[config.mk]
export PLATFORM = sky130hd
export DESIGN_NAME = sparse_rips_edge_weight
export DESIGN_NICKNAME = d
export VERILOG_FILES = /design/src/hw/rtl/sre_pkg.sv /design/src/hw/rtl/sre_front.sv /design/src/hw/rtl/sre_queue.sv /design/src/hw/rtl/sre_back.sv /design/src/hw/rtl/sparse_rips_edge_weight.sv
export SDC_FILE = /design/constraint.sdc
export NUM_CORES = 2
export LEC_CHECK = 0
export BUFFER_PORTS_ARGS = -buffer_cell sky130_fd_sc_hd__buf_2
export CAP_MARGIN = 20
export CORE_AREA = 8 8 305 529
export CTS_BUF_LIST = sky130_fd_sc_hd__clkbuf_4 sky130_fd_sc_hd__clkbuf_8 sky130_fd_sc_hd__clkbuf_16
export DETAILED_ROUTE_END_ITERATION = 6
export DIE_AREA = 0 0 313 537
export SLEW_MARGIN = 40
export SYNTH_ARGS = -nofsm -noshare
export SYNTH_HDL_FRONTEND = slang
export SYNTH_SLANG_ARGS = --single-unit
[constraint.sdc]
create_clock -name clk -period 9.26 [get_ports clk]
set_input_delay 1.852 -clock clk [delete_from_list [all_inputs] [get_ports clk]]
set_output_delay 1.852 -clock clk [all_outputs]
set_load 0.01 [all_outputs]
[src/hw/rtl/sre_pkg.sv]
`timescale 1ns / 1ps
// ----------------------------------------------------------------------------
// sre_pkg
// Shared widths, constants and types of the sparse Rips edge weight block.
// ----------------------------------------------------------------------------
package sre_pkg;

    localparam int COORD_W    = 16;
    localparam int DIFF_W     = 17;
    localparam int MAG_W      = 16;
    localparam int SQ_W       = 32;
    localparam int SUM_W      = 41;
    localparam int INDEX_W    = 16;
    localparam int DEATH_W    = 24;
    localparam int SHRINK_W   = 17;
    localparam int ROOT_W     = 21;
    localparam int RAD_W      = 42;
    localparam int REM_W      = 24;
    localparam int PROD_W     = 41;
    localparam int FRAC_W     = 16;
    localparam int D16_W      = ROOT_W + FRAC_W;
    localparam int ALPHA_W    = D16_W + 1;
    localparam int WEIGHT_W   = 22;
    localparam int ROOT_STEPS = RAD_W / 2;
    localparam int STEP_W     = $clog2(ROOT_STEPS);

    localparam int ADDR_W     = 3;
    localparam int DATA_W     = 32;

    localparam logic [SHRINK_W-1:0] SHRINK_ONE   = 17'd65536;
    localparam logic [SHRINK_W-1:0] SHRINK_RESET = 17'd58982;

    // Register index taken from the word address.
    localparam logic REG_SHRINK = 1'b0;

    typedef struct packed {
        logic [SUM_W-1:0]   square_sum;
        logic [INDEX_W-1:0] index_a;
        logic [INDEX_W-1:0] index_b;
        logic [DEATH_W-1:0] death_a;
        logic [DEATH_W-1:0] death_b;
    } pair_t;

    typedef struct packed {
        logic  valid;
        pair_t pair;
    } pair_msg_t;

    typedef enum logic [2:0] {
        B_IDLE,
        B_ROOT,
        B_MUL,
        B_ALPHA,
        B_DECIDE
    } back_state_t;

endpackage

[src/hw/rtl/sre_front.sv]
`timescale 1ns / 1ps
// ----------------------------------------------------------------------------
// sre_front
// Accepts coordinate items, squares the differences and accumulates them;
// a finished pair is pushed into the queue.
// ----------------------------------------------------------------------------
module sre_front (
    input  logic                           clk,
    input  logic                           rst_n,
    input  logic                           in_valid,
    output logic                           in_ready,
    input  logic signed [sre_pkg::COORD_W-1:0] coord_a,
    input  logic signed [sre_pkg::COORD_W-1:0] coord_b,
    input  logic [sre_pkg::INDEX_W-1:0]    index_a,
    input  logic [sre_pkg::INDEX_W-1:0]    index_b,
    input  logic [sre_pkg::DEATH_W-1:0]    death_a,
    input  logic [sre_pkg::DEATH_W-1:0]    death_b,
    input  logic                           last,
    input  logic                           q_full,
    output sre_pkg::pair_msg_t             push
);

    logic                         s1_valid_reg;
    logic                         s1_last_reg;
    logic [sre_pkg::SQ_W-1:0]     sq_reg;
    logic [sre_pkg::INDEX_W-1:0]  index_a_reg;
    logic [sre_pkg::INDEX_W-1:0]  index_b_reg;
    logic [sre_pkg::DEATH_W-1:0]  death_a_reg;
    logic [sre_pkg::DEATH_W-1:0]  death_b_reg;
    logic [sre_pkg::SUM_W-1:0]    sum_reg;
    logic [sre_pkg::SUM_W-1:0]    sum_next;

    logic signed [sre_pkg::DIFF_W-1:0] diff;
    logic [sre_pkg::DIFF_W-1:0]        mag_wide;
    logic [sre_pkg::MAG_W-1:0]         mag;
    logic                              accept;
    logic                              advance;
    logic [sre_pkg::SUM_W:0]           sum_wide;
    logic [sre_pkg::SUM_W-1:0]         sum_sat;

    assign diff     = sre_pkg::DIFF_W'(coord_a) - sre_pkg::DIFF_W'(coord_b);
    assign mag_wide = diff[sre_pkg::DIFF_W-1] ? sre_pkg::DIFF_W'(-diff) : diff;
    // The magnitude never exceeds 65535, so the sign bit is always clear.
    assign mag      = mag_wide[sre_pkg::MAG_W-1:0];

    // The stage holds only while a finished pair waits for queue space.
    assign advance  = s1_valid_reg && !(s1_last_reg && q_full);
    assign in_ready = !s1_valid_reg || advance;
    assign accept   = in_valid && in_ready;

    assign sum_wide = {1'b0, sum_reg} + {{(sre_pkg::SUM_W + 1 - sre_pkg::SQ_W){1'b0}}, sq_reg};
    assign sum_sat  = sum_wide[sre_pkg::SUM_W] ? {sre_pkg::SUM_W{1'b1}}
                                               : sum_wide[sre_pkg::SUM_W-1:0];

    always_comb
    begin
        sum_next = sum_reg;
        if (advance)
        begin
            sum_next = s1_last_reg ? '0 : sum_sat;
        end
    end

    always_comb
    begin
        push.valid           = advance && s1_last_reg;
        push.pair.square_sum = sum_sat;
        push.pair.index_a    = index_a_reg;
        push.pair.index_b    = index_b_reg;
        push.pair.death_a    = death_a_reg;
        push.pair.death_b    = death_b_reg;
    end

    always_ff @(posedge clk or negedge rst_n)
    begin
        if (!rst_n)
        begin
            s1_valid_reg <= 1'b0;
            sum_reg      <= '0;
        end
        else
        begin
            s1_valid_reg <= accept || (s1_valid_reg && !advance);
            sum_reg      <= sum_next;
        end
    end

    always_ff @(posedge clk)
    begin
        if (accept)
        begin
            sq_reg      <= mag * mag;
            s1_last_reg <= last;
            index_a_reg <= index_a;
            index_b_reg <= index_b;
            death_a_reg <= death_a;
            death_b_reg <= death_b;
        end
    end

endmodule

[src/hw/rtl/sre_queue.sv]
`timescale 1ns / 1ps
// ----------------------------------------------------------------------------
// sre_queue
// Two-entry queue of finished pairs between the front and the back.
// ----------------------------------------------------------------------------
module sre_queue (
    input  logic               clk,
    input  logic               rst_n,
    input  sre_pkg::pair_msg_t push,
    output logic               full,
    input  logic               pop,
    output sre_pkg::pair_msg_t head
);

    sre_pkg::pair_t entry_reg [2];
    logic           wr_ptr_reg;
    logic           rd_ptr_reg;
    logic [1:0]     count_reg;
    logic           do_push;
    logic           do_pop;

    assign full       = (count_reg == 2'd2);
    assign head.valid = (count_reg != 2'd0);
    assign head.pair  = entry_reg[rd_ptr_reg];
    assign do_push    = push.valid && !full;
    assign do_pop     = pop && head.valid;

    always_ff @(posedge clk or negedge rst_n)
    begin
        if (!rst_n)
        begin
            wr_ptr_reg <= 1'b0;
            rd_ptr_reg <= 1'b0;
            count_reg  <= 2'd0;
        end
        else
        begin
            if (do_push)
            begin
                wr_ptr_reg <= !wr_ptr_reg;
            end
            if (do_pop)
            begin
                rd_ptr_reg <= !rd_ptr_reg;
            end
            count_reg <= count_reg + {1'b0, do_push} - {1'b0, do_pop};
        end
    end

    always_ff @(posedge clk)
    begin
        if (do_push)
        begin
            entry_reg[wr_ptr_reg] <= push.pair;
        end
    end

endmodule

[src/hw/rtl/sre_back.sv]
`timescale 1ns / 1ps
// ----------------------------------------------------------------------------
// sre_back
// Takes a pair from the queue, forms the integer square root one bit a
// cycle, applies the shrink factor and decides on the edge weight.
// ----------------------------------------------------------------------------
module sre_back (
    input  logic                          clk,
    input  logic                          rst_n,
    input  logic [sre_pkg::SHRINK_W-1:0]  shrink_factor,
    input  sre_pkg::pair_msg_t            head,
    output logic                          pop,
    output logic                          out_valid,
    input  logic                          out_ready,
    output logic [sre_pkg::INDEX_W-1:0]   endpoint_a,
    output logic [sre_pkg::INDEX_W-1:0]   endpoint_b,
    output logic [sre_pkg::WEIGHT_W-1:0]  edge_weight
);

    sre_pkg::back_state_t state_reg;
    sre_pkg::back_state_t state_next;

    logic [sre_pkg::RAD_W-1:0]    rad_reg;
    logic [sre_pkg::REM_W-1:0]    rem_reg;
    logic [sre_pkg::ROOT_W-1:0]   root_reg;
    logic [sre_pkg::STEP_W-1:0]   step_reg;
    logic [sre_pkg::INDEX_W-1:0]  idx_a_reg;
    logic [sre_pkg::INDEX_W-1:0]  idx_b_reg;
    logic [sre_pkg::DEATH_W-1:0]  tp_reg;
    logic [sre_pkg::DEATH_W-1:0]  tq_reg;
    logic [sre_pkg::PROD_W-1:0]   stp_reg;
    logic [sre_pkg::PROD_W-1:0]   stq_reg;
    logic                         plain_reg;
    logic [sre_pkg::ALPHA_W-1:0]  alpha_reg;
    logic                         out_valid_reg;
    logic [sre_pkg::INDEX_W-1:0]  endpoint_a_reg;
    logic [sre_pkg::INDEX_W-1:0]  endpoint_b_reg;
    logic [sre_pkg::WEIGHT_W-1:0] edge_weight_reg;

    logic                         root_last;
    logic                         slot_free;
    logic                         out_load;
    logic [sre_pkg::REM_W-1:0]    rem_shift;
    logic [sre_pkg::REM_W-1:0]    trial;
    logic                         take;
    logic [sre_pkg::SHRINK_W-1:0] shrink_eff;
    logic [sre_pkg::D16_W-1:0]    d16;
    logic                         swap;
    logic                         relax_ok;
    logic                         emit;
    logic [sre_pkg::WEIGHT_W-1:0] weight;

    assign root_last = (step_reg == sre_pkg::STEP_W'(sre_pkg::ROOT_STEPS - 1));
    assign slot_free = !out_valid_reg || out_ready;

    always_comb
    begin
        state_next = state_reg;
        case (state_reg)
            sre_pkg::B_IDLE:
            begin
                if (head.valid)
                begin
                    state_next = sre_pkg::B_ROOT;
                end
            end
            sre_pkg::B_ROOT:
            begin
                if (root_last)
                begin
                    state_next = sre_pkg::B_MUL;
                end
            end
            sre_pkg::B_MUL:    state_next = sre_pkg::B_ALPHA;
            sre_pkg::B_ALPHA:  state_next = sre_pkg::B_DECIDE;
            sre_pkg::B_DECIDE:
            begin
                if (slot_free)
                begin
                    state_next = sre_pkg::B_IDLE;
                end
            end
            default:           state_next = sre_pkg::B_IDLE;
        endcase
    end

    always_comb
    begin
        pop      = 1'b0;
        out_load = 1'b0;
        case (state_reg)
            sre_pkg::B_IDLE:   pop      = head.valid;
            sre_pkg::B_DECIDE: out_load = slot_free;
            default:
            begin
                pop      = 1'b0;
                out_load = 1'b0;
            end
        endcase
    end

    // Restoring square root: two radicand bits enter the remainder per step.
    assign rem_shift  = {rem_reg[sre_pkg::REM_W-3:0], rad_reg[sre_pkg::RAD_W-1 -: 2]};
    assign trial      = {1'b0, root_reg, 2'b01};
    assign take       = (rem_shift >= trial);

    assign shrink_eff = (shrink_factor > sre_pkg::SHRINK_ONE) ? sre_pkg::SHRINK_ONE
                                                              : shrink_factor;
    assign d16        = {root_reg, {sre_pkg::FRAC_W{1'b0}}};
    assign swap       = (head.pair.death_b < head.pair.death_a);

    assign relax_ok = (sre_pkg::PROD_W'(alpha_reg) >= stp_reg)
                   && (sre_pkg::PROD_W'(alpha_reg) <=
                       sre_pkg::PROD_W'({tp_reg, {sre_pkg::FRAC_W{1'b0}}}))
                   && (sre_pkg::PROD_W'(alpha_reg) <= stq_reg);
    assign emit     = plain_reg || relax_ok;
    assign weight   = plain_reg ? sre_pkg::WEIGHT_W'(root_reg)
                                : alpha_reg[sre_pkg::ALPHA_W-1:sre_pkg::FRAC_W];

    always_ff @(posedge clk or negedge rst_n)
    begin
        if (!rst_n)
        begin
            state_reg     <= sre_pkg::B_IDLE;
            out_valid_reg <= 1'b0;
        end
        else
        begin
            state_reg     <= state_next;
            out_valid_reg <= (out_valid_reg && !out_ready) || (out_load && emit);
        end
    end

    always_ff @(posedge clk)
    begin
        case (state_reg)
            sre_pkg::B_IDLE:
            begin
                if (head.valid)
                begin
                    rad_reg   <= {1'b0, head.pair.square_sum};
                    rem_reg   <= '0;
                    root_reg  <= '0;
                    step_reg  <= '0;
                    idx_a_reg <= head.pair.index_a;
                    idx_b_reg <= head.pair.index_b;
                    tp_reg    <= swap ? head.pair.death_b : head.pair.death_a;
                    tq_reg    <= swap ? head.pair.death_a : head.pair.death_b;
                end
            end
            sre_pkg::B_ROOT:
            begin
                rad_reg  <= {rad_reg[sre_pkg::RAD_W-3:0], 2'b00};
                rem_reg  <= take ? (rem_shift - trial) : rem_shift;
                root_reg <= {root_reg[sre_pkg::ROOT_W-2:0], take};
                step_reg <= step_reg + sre_pkg::STEP_W'(1);
            end
            sre_pkg::B_MUL:
            begin
                stp_reg <= shrink_eff * tp_reg;
                stq_reg <= shrink_eff * tq_reg;
            end
            sre_pkg::B_ALPHA:
            begin
                plain_reg <= (sre_pkg::PROD_W'(d16) < stp_reg);
                // Only used when d16 >= s*tp, so the low bits of s*tp suffice.
                alpha_reg <= {d16, 1'b0} - stp_reg[sre_pkg::ALPHA_W-1:0];
            end
            default:
            begin
                rad_reg <= rad_reg;
            end
        endcase

        if (out_load && emit)
        begin
            endpoint_a_reg  <= idx_a_reg;
            endpoint_b_reg  <= idx_b_reg;
            edge_weight_reg <= weight;
        end
    end

    assign out_valid   = out_valid_reg;
    assign endpoint_a  = endpoint_a_reg;
    assign endpoint_b  = endpoint_b_reg;
    assign edge_weight = edge_weight_reg;

    a_rem_bound: assert property (@(posedge clk) disable iff (!rst_n)
        (state_reg == sre_pkg::B_ROOT)
        |-> (rem_reg <= sre_pkg::REM_W'({root_reg, 1'b0})))
        else $error("square root remainder exceeds twice the partial root");

    a_root_len: assert property (@(posedge clk) disable iff (!rst_n)
        (state_reg == sre_pkg::B_ROOT && !root_last) |=> (state_reg == sre_pkg::B_ROOT))
        else $error("square root left before all steps were done");

    a_death_order: assert property (@(posedge clk) disable iff (!rst_n)
        (state_reg != sre_pkg::B_IDLE) |-> (tp_reg <= tq_reg))
        else $error("death times not ordered");

    a_reject_quiet: assert property (@(posedge clk) disable iff (!rst_n)
        (out_load && !emit) |=> !out_valid_reg)
        else $error("rejected edge produced an output item");

endmodule

[src/hw/rtl/sparse_rips_edge_weight.sv]
`timescale 1ns / 1ps
// ----------------------------------------------------------------------------
// sparse_rips_edge_weight
// Edge weight of a sparse Rips filtration from two points and death times.
// ----------------------------------------------------------------------------
// Input channel (in_valid/in_ready): one item per coordinate pair of two
// points, last set on the final coordinate. Index and death time fields are
// read only on the last item. The front takes one item per cycle unless a
// finished pair waits for queue space, squaring the difference in one stage
// and accumulating it in the next. A finished pair enters a two-entry queue.
// The back pops a pair in B_IDLE, computes the integer square root one bit
// per cycle in B_ROOT, multiplies in B_MUL, subtracts in B_ALPHA and decides
// in B_DECIDE. It works on one pair at a time, so throughput is set by the
// front or the back, whichever is slower; a pair passes the front stage, the
// queue and the back states before out_valid rises.
// Output channel (out_valid/out_ready): zero or one item per pair, held in
// an output register. While the receiver stalls, the back holds its decided
// pair, the queue fills, and then in_ready drops on the next last item.
// The APB port holds shrink_factor at address 0. The user must see that it
// is written only while the block is idle; the block does not enforce this.
// Reset clears the sum, the queue and out_valid and sets shrink_factor to 58982.
// ----------------------------------------------------------------------------
module sparse_rips_edge_weight (
    input  logic                               clk,
    input  logic                               rst_n,
    input  logic                               psel,
    input  logic                               penable,
    input  logic                               pwrite,
    input  logic [sre_pkg::ADDR_W-1:0]         paddr,
    input  logic [sre_pkg::DATA_W-1:0]         pwdata,
    output logic [sre_pkg::DATA_W-1:0]         prdata,
    output logic                               pready,
    input  logic                               in_valid,
    output logic                               in_ready,
    input  logic signed [sre_pkg::COORD_W-1:0] coord_a,
    input  logic signed [sre_pkg::COORD_W-1:0] coord_b,
    input  logic [sre_pkg::INDEX_W-1:0]        index_a,
    input  logic [sre_pkg::INDEX_W-1:0]        index_b,
    input  logic [sre_pkg::DEATH_W-1:0]        death_a,
    input  logic [sre_pkg::DEATH_W-1:0]        death_b,
    input  logic                               last,
    output logic                               out_valid,
    input  logic                               out_ready,
    output logic [sre_pkg::INDEX_W-1:0]        endpoint_a,
    output logic [sre_pkg::INDEX_W-1:0]        endpoint_b,
    output logic [sre_pkg::WEIGHT_W-1:0]       edge_weight
);

    logic [sre_pkg::SHRINK_W-1:0] shrink_reg;
    logic                         reg_sel;
    logic                         q_full;
    logic                         q_pop;
    sre_pkg::pair_msg_t           push;
    sre_pkg::pair_msg_t           head;

    assign pready  = 1'b1;
    assign reg_sel = paddr[sre_pkg::ADDR_W-1];
    assign prdata  = (reg_sel == sre_pkg::REG_SHRINK)
                   ? sre_pkg::DATA_W'(shrink_reg) : '0;

    always_ff @(posedge clk or negedge rst_n)
    begin
        if (!rst_n)
        begin
            shrink_reg <= sre_pkg::SHRINK_RESET;
        end
        else if (psel && penable && pwrite && pready && (reg_sel == sre_pkg::REG_SHRINK))
        begin
            shrink_reg <= pwdata[sre_pkg::SHRINK_W-1:0];
        end
    end

    sre_front u_front (
        .clk      (clk),
        .rst_n    (rst_n),
        .in_valid (in_valid),
        .in_ready (in_ready),
        .coord_a  (coord_a),
        .coord_b  (coord_b),
        .index_a  (index_a),
        .index_b  (index_b),
        .death_a  (death_a),
        .death_b  (death_b),
        .last     (last),
        .q_full   (q_full),
        .push     (push)
    );

    sre_queue u_queue (
        .clk   (clk),
        .rst_n (rst_n),
        .push  (push),
        .full  (q_full),
        .pop   (q_pop),
        .head  (head)
    );

    sre_back u_back (
        .clk           (clk),
        .rst_n         (rst_n),
        .shrink_factor (shrink_reg),
        .head          (head),
        .pop           (q_pop),
        .out_valid     (out_valid),
        .out_ready     (out_ready),
        .endpoint_a    (endpoint_a),
        .endpoint_b    (endpoint_b),
        .edge_weight   (edge_weight)
    );

endmodule

-- Word-level counts from Yosys, hierarchy flattened
Memory sizes are Yosys's and may differ from the RTL's.
Cells that the tools add are included.
- bits in writable memories: 242
- input bits: 155
- register bits: 525
- word-level logic and storage cells: 117
- memories: 1
- memories (name ; depth ; width ; read ports ; clocked after Yosys merged registers in ; wr ports ; RTL line ; source):
    u_queue.entry_reg ; 2 ; 121 ; 1 ; 0 ; 1 ; sre_queue.sv:15 ; sre_pkg::pair_t entry_reg [2];
- reductions and logical operators: 33
- magnitude comparators: 7
- muxes and demuxes: 25
- add/sub/neg operators: 8
- bitwise operators: 1
- multipliers: 3
- equal/unequal tests: 9
- operator list (kind ; number):
    $pmux W42 S2 ; 1
    $mul A17 B24 Y41 ; 2
    $mux W41 ; 2
    $mux W24 ; 2
    $mux W22 ; 2
    $pmux W22 S2 ; 1
    $add A41 B32 Y42 ; 1
    $mux W21 ; 2
    $mux W42 ; 1
    $pmux W21 S2 ; 1
    $ge A38 B41 Y1 ; 1
    $le A38 B41 Y1 ; 1
    $lt A37 B41 Y1 ; 1
    $le A38 B40 Y1 ; 1
    $sub A38 B38 Y38 ; 1
    $mux W17 ; 2
    $mul A16 B16 Y32 ; 1
    $ge A24 B23 Y1 ; 1
    $lt A24 B24 Y1 ; 1
    $sub A22 B22 Y22 ; 1
    $gt A17 B17 Y1 const B ; 1
    $sub A16 B16 Y17 ; 1
    $mux W16 ; 1
    $neg A16 Y16 ; 1
    other kinds (22) ; 56

-- Logic depth before layout (Yosys ltp)
- word-level depth: 8
- depth in mapped cells: 40

-- By module
From an unflattened synthesis, not the netlist that was laid out.
- cells, all modules: 6652
- area total of the unflattened synthesis: 70415.0 µm²
- modules (own cells, without submodules) (module ; cells an instance ; area an instance (µm²) ; instances ; seq. area each (µm²)):
    sre_back ; 4652 ; 44943.1 ; 1 ; 10460.0
    sre_front ; 1533 ; 15258.4 ; 1 ; 4414.2
    sre_queue ; 395 ; 9266.4 ; 1 ; 7367.1
    sparse_rips_edge_weight ; 72 ; 947.2 ; 1 ; 436.7

-- Least setup slack after synthesis
No wires, ideal clock.
- kind: input-to-reg
- start point: in coord_a[0] in the netlist's numbering
- end point: reg u_front.sq_reg[31] in the netlist's numbering, data pin
- required time: 9.000 ns
- data arrival time: 11.022 ns
- path slack: -2.022 ns
- stages: 37
- cell sequence: inv_1 ha_1 inv_1 fa_1 a211oi_1 o21ai_1 a2111oi_2 nor3_2 o41a_2 o22ai_2 o21ai_0 xor2_1 clkinv_1 nand2_1 inv_1 fa_1 inv_1 fa_1 inv_1 fa_1 inv_1 fa_1 fa_1 fa_1 inv_1 ha_1 and4_1 and3_1 nand4_1 a41oi_1 o211a_1 o21ai_0 a21oi_1 a31oi_1 or4_2 o2bb2ai_1 nor4_2
- word-level cells in the longest chain between the ends: 4
- ends and longest elaborated chain (what ; RTL line ; source):
    from (decl) ; sparse_rips_edge_weight.sv:35 ; input logic signed [sre_pkg::COORD_W-1:0] coord_a,
    $sub A16 B16 Y17 * ; sre_front.sv:41 ; assign diff = sre_pkg::DIFF_W'(coord_a) - sre_pkg::DIFF_W'(coord_b);
    $neg A16 Y16 ; sre_front.sv:42 ; assign mag_wide = diff[sre_pkg::DIFF_W-1] ? sre_pkg::DIFF_W'(-diff) : diff;
    $mux W16 * ; sre_front.sv:42 ;
    $mul A16 B16 Y32 * ; sre_front.sv:92 ; sq_reg <= mag * mag;
    to (signal assigned) ; sre_front.sv:92 ;
    to (decl) ; sre_front.sv:25 ; logic [sre_pkg::SQ_W-1:0] sq_reg;
Every way passes the cells marked *; elsewhere a longest branch is shown, timed or not.
A chain may end at the register's enable or synchronous reset.

-- Worst setup path in the final report
Ends and elaborated chain as after synthesis.

==> flow_summary.toml <==
[routing]
drt-wirelength-per-cell_um = 19.6
drc = 0
drtIter0Drc = 2187
drt_pass1_iterations = 7
routed_wl_um = 178000
via_per_inst = 5.24
ant_nets = 0
via_count = 47619

[cells_and_area]
syn_to_final_growth_pct = 13.9
seqCellArea_sq_mm = 0.0227
final_cell_count_no_fill = 9079
largest_register_ffs = 242
drive_above_1_share_pct = 14.3
post-route-util_pct = 50.8
final.fill_count = 13942
nets = 8531
multi_input_area_sq_mm = 0.0412

[global_route]
grt_overflow = 0
grt.total_usage_pct = 21.2
grt_pass1_vias = 52613
grt_max_degree = 81
grt_pass1_wl_um = 281000
antenna_found_initial = 5

[clock_tree]
insertion_delay_ns = 0.68
cts_inserted_buffers = 77
cts_tree = "done"
htreeDepth = 3
hold_buffers = 0
clk_path_buf_depth = 3
cts_root_buffer = "clkbuf_16"
clock_sinks = 766
clk_pin_slew_ns = 0.08

[die]
die_w_um = 313
io-pin-count = 244
fp-row-count = 191
initial_utilization_pct = 44.6
core_area_sq_mm = 0.154
die-area_sq_mm = 0.168
die_h_um = 537

[setup_path]
critPathMaxStageDelay_ns = 0.53
cp-end-kind = "register"
critPathMaxFanout = 7
regToRegEndpoint = "u_back.stq_reg[39]"
arrival_ns = 10.47
cp.required_ns = 9.70
critical_path_class = "in -> reg"
cp-start-kind = "primary input"
cp_common_cell = "fa_1"
crit-reg2reg-launch = "shrink_reg[13]"
reg2reg_slack_ns = 0.48
slowest_stage = "or4_4"
rr_worst_depth = 25

[placement]
io_buffers = 210
dp_cells = 8886
dp_hpwl_um = 141000
dp_slack_ns = -1.88
gp_congestion = 0.898

[run_status]
status = "finished with violations"
violations = "negative setup slack"

[timing]
fin_worst_hold_slack_ns = 0.414
relSlewSlack_pct = 40.5
hold_violations = 0
setup_viol = 12
finalClockSkew_ns = 0.0459
drv_slew = 0
timing.final.ws_setup_ns = -0.766
worstMarginPinSlew_ns = 0.893
fin_crit_sh_pct = 108
rsz0062_at_grt = "true"
timing.final.crit_period_ns = 10.03
timing.fmax_mhz = 99.7

[worst_hold_path]
min_to = "u_back.endpoint_b[1]"
min_path_cells = 0
min-delay-start = "u_back.idx_b_reg[1]"
hold_path_class = "reg -> reg"

[yosys]
seq_area_frac_synth_pct = 33.0
synth_edf_count = 699
async_reset_ff_share_pct = 8.75
synth-seq-cells = 766
synthFlopType = "edfxtp_1"
synthesis.instances = 6548
synth_warnings = 0
avgSynthCellArea_sq_um = 10.5
synth_area_sq_mm = 0.0687
synth.distinct_cells = 103

[job]
maxCapViolations = 0
cell usage after synthesis (all sizes together), types with 58 or more instances:
library cell / instances / area (sq um)
inv: 1299 / 4880
nand2: 904 / 3390
fa: 821 / 16400
edfxtp: 699 / 21000
ha: 565 / 7070
nor2: 219 / 822
clkbuf: 207 / 777
a21oi: 195 / 976
and2: 166 / 1040
o21ai: 159 / 796
mux2i: 149 / 1490
xnor2: 132 / 1160
a21o: 125 / 940
mux2: 70 / 788
nor2b: 68 / 443
xor2: 65 / 569
dfrtp: 58 / 1450
kinds of logic after synthesis:
| family | Yosys count | share of synthesized area, % |
|---|---|---|
| AO/OA/AOI/OAI | 755 | 7.25 |
| XOR/XNOR | 197 | 2.51 |
| adder cells (fa/ha/maj) | 1386 | 34.2 |
| buffers and inverters | 1560 | 8.62 |
| flip-flops | 766 | 33.0 |
| multiplexers | 221 | 3.38 |
| other | 2 | 0.0109 |
| AND/OR/NAND/NOR | 1661 | 11.0 |
worst max-delay path: cells and delay by family:
family,cells,cell delay [ns]
compound gates,11,2.40
xor+xnor,2,0.32
buf+inv,7,0.37
simple gates,8,2.08
fa+ha+maj,9,3.45
how the worst max path moves through the flow:
stage	slack [ns]	cells after the start	from	to
after detailed placement	-1.88	33	coord_a[1]	u_front.sq_reg[28]
after global routing	-1.03	37	coord_a[0]	u_front.sq_reg[31]
after floorplan	-1.13	34	coord_a[0]	u_front.sq_reg[28]
after CTS	-0.67	37	coord_a[0]	u_front.sq_reg[31]
after global placement	-1.88	33	coord_a[4]	u_front.sq_reg[28]
final	-0.77	37	coord_a[0]	u_front.sq_reg[31]
per-stage QoR:
step	setup TNS, ns	instance area [sq um]
final	-5.88	78300
after global routing	-9.03	78300
after CTS	-4.03	78000
after detailed placement	-24.73	74700
after global placement	-23.73	74500
after floorplan	-8.94	69100
layer usage:
layer  track usage (%)  vias to the layer above  part of all wire [%]
met5                 0                        -                 0.015
met4              13.8                        4                   7.6
met3              2.19                      514                   3.2
met2              42.2                     1088                    56
met1              20.4                    24021                    34
li1                  -                    21992                     -
cells in the final DEF (no fill, tap or decap), drive strengths merged, types with 65 or more instances in the layout:
cell type	synthesis	routed
a21o	125	125
a21oi	195	195
and2	166	166
buf	49	606
clkbuf	207	98
edfxtp	699	699
fa	821	821
ha	565	565
inv	1299	1305
mux2	70	70
mux2i	149	149
nand2	904	904
nor2	219	219
nor2b	68	68
o21ai	159	159
xnor2	132	132
xor2	65	65
timing repair:
action | CTS | global route
resized for setup | 85 | 27
setup endpoints to repair | 17 | 15
buffers inserted | 41 | 7
pin swaps | 49 | 35
cell type report:
class	count	area share, %
inverter	1303	6.27
clock buffer	98	2.69
clock inverter	43	0.682
multi-input combinational	4236	52.6
tap	2026	3.24
timing repair buffer	606	5.52
antenna	1	0.00320
sequential	766	29.0
Power is not shown: default switching activity piles up to over one toggle a cycle in this logic, so the estimate is an artifact.
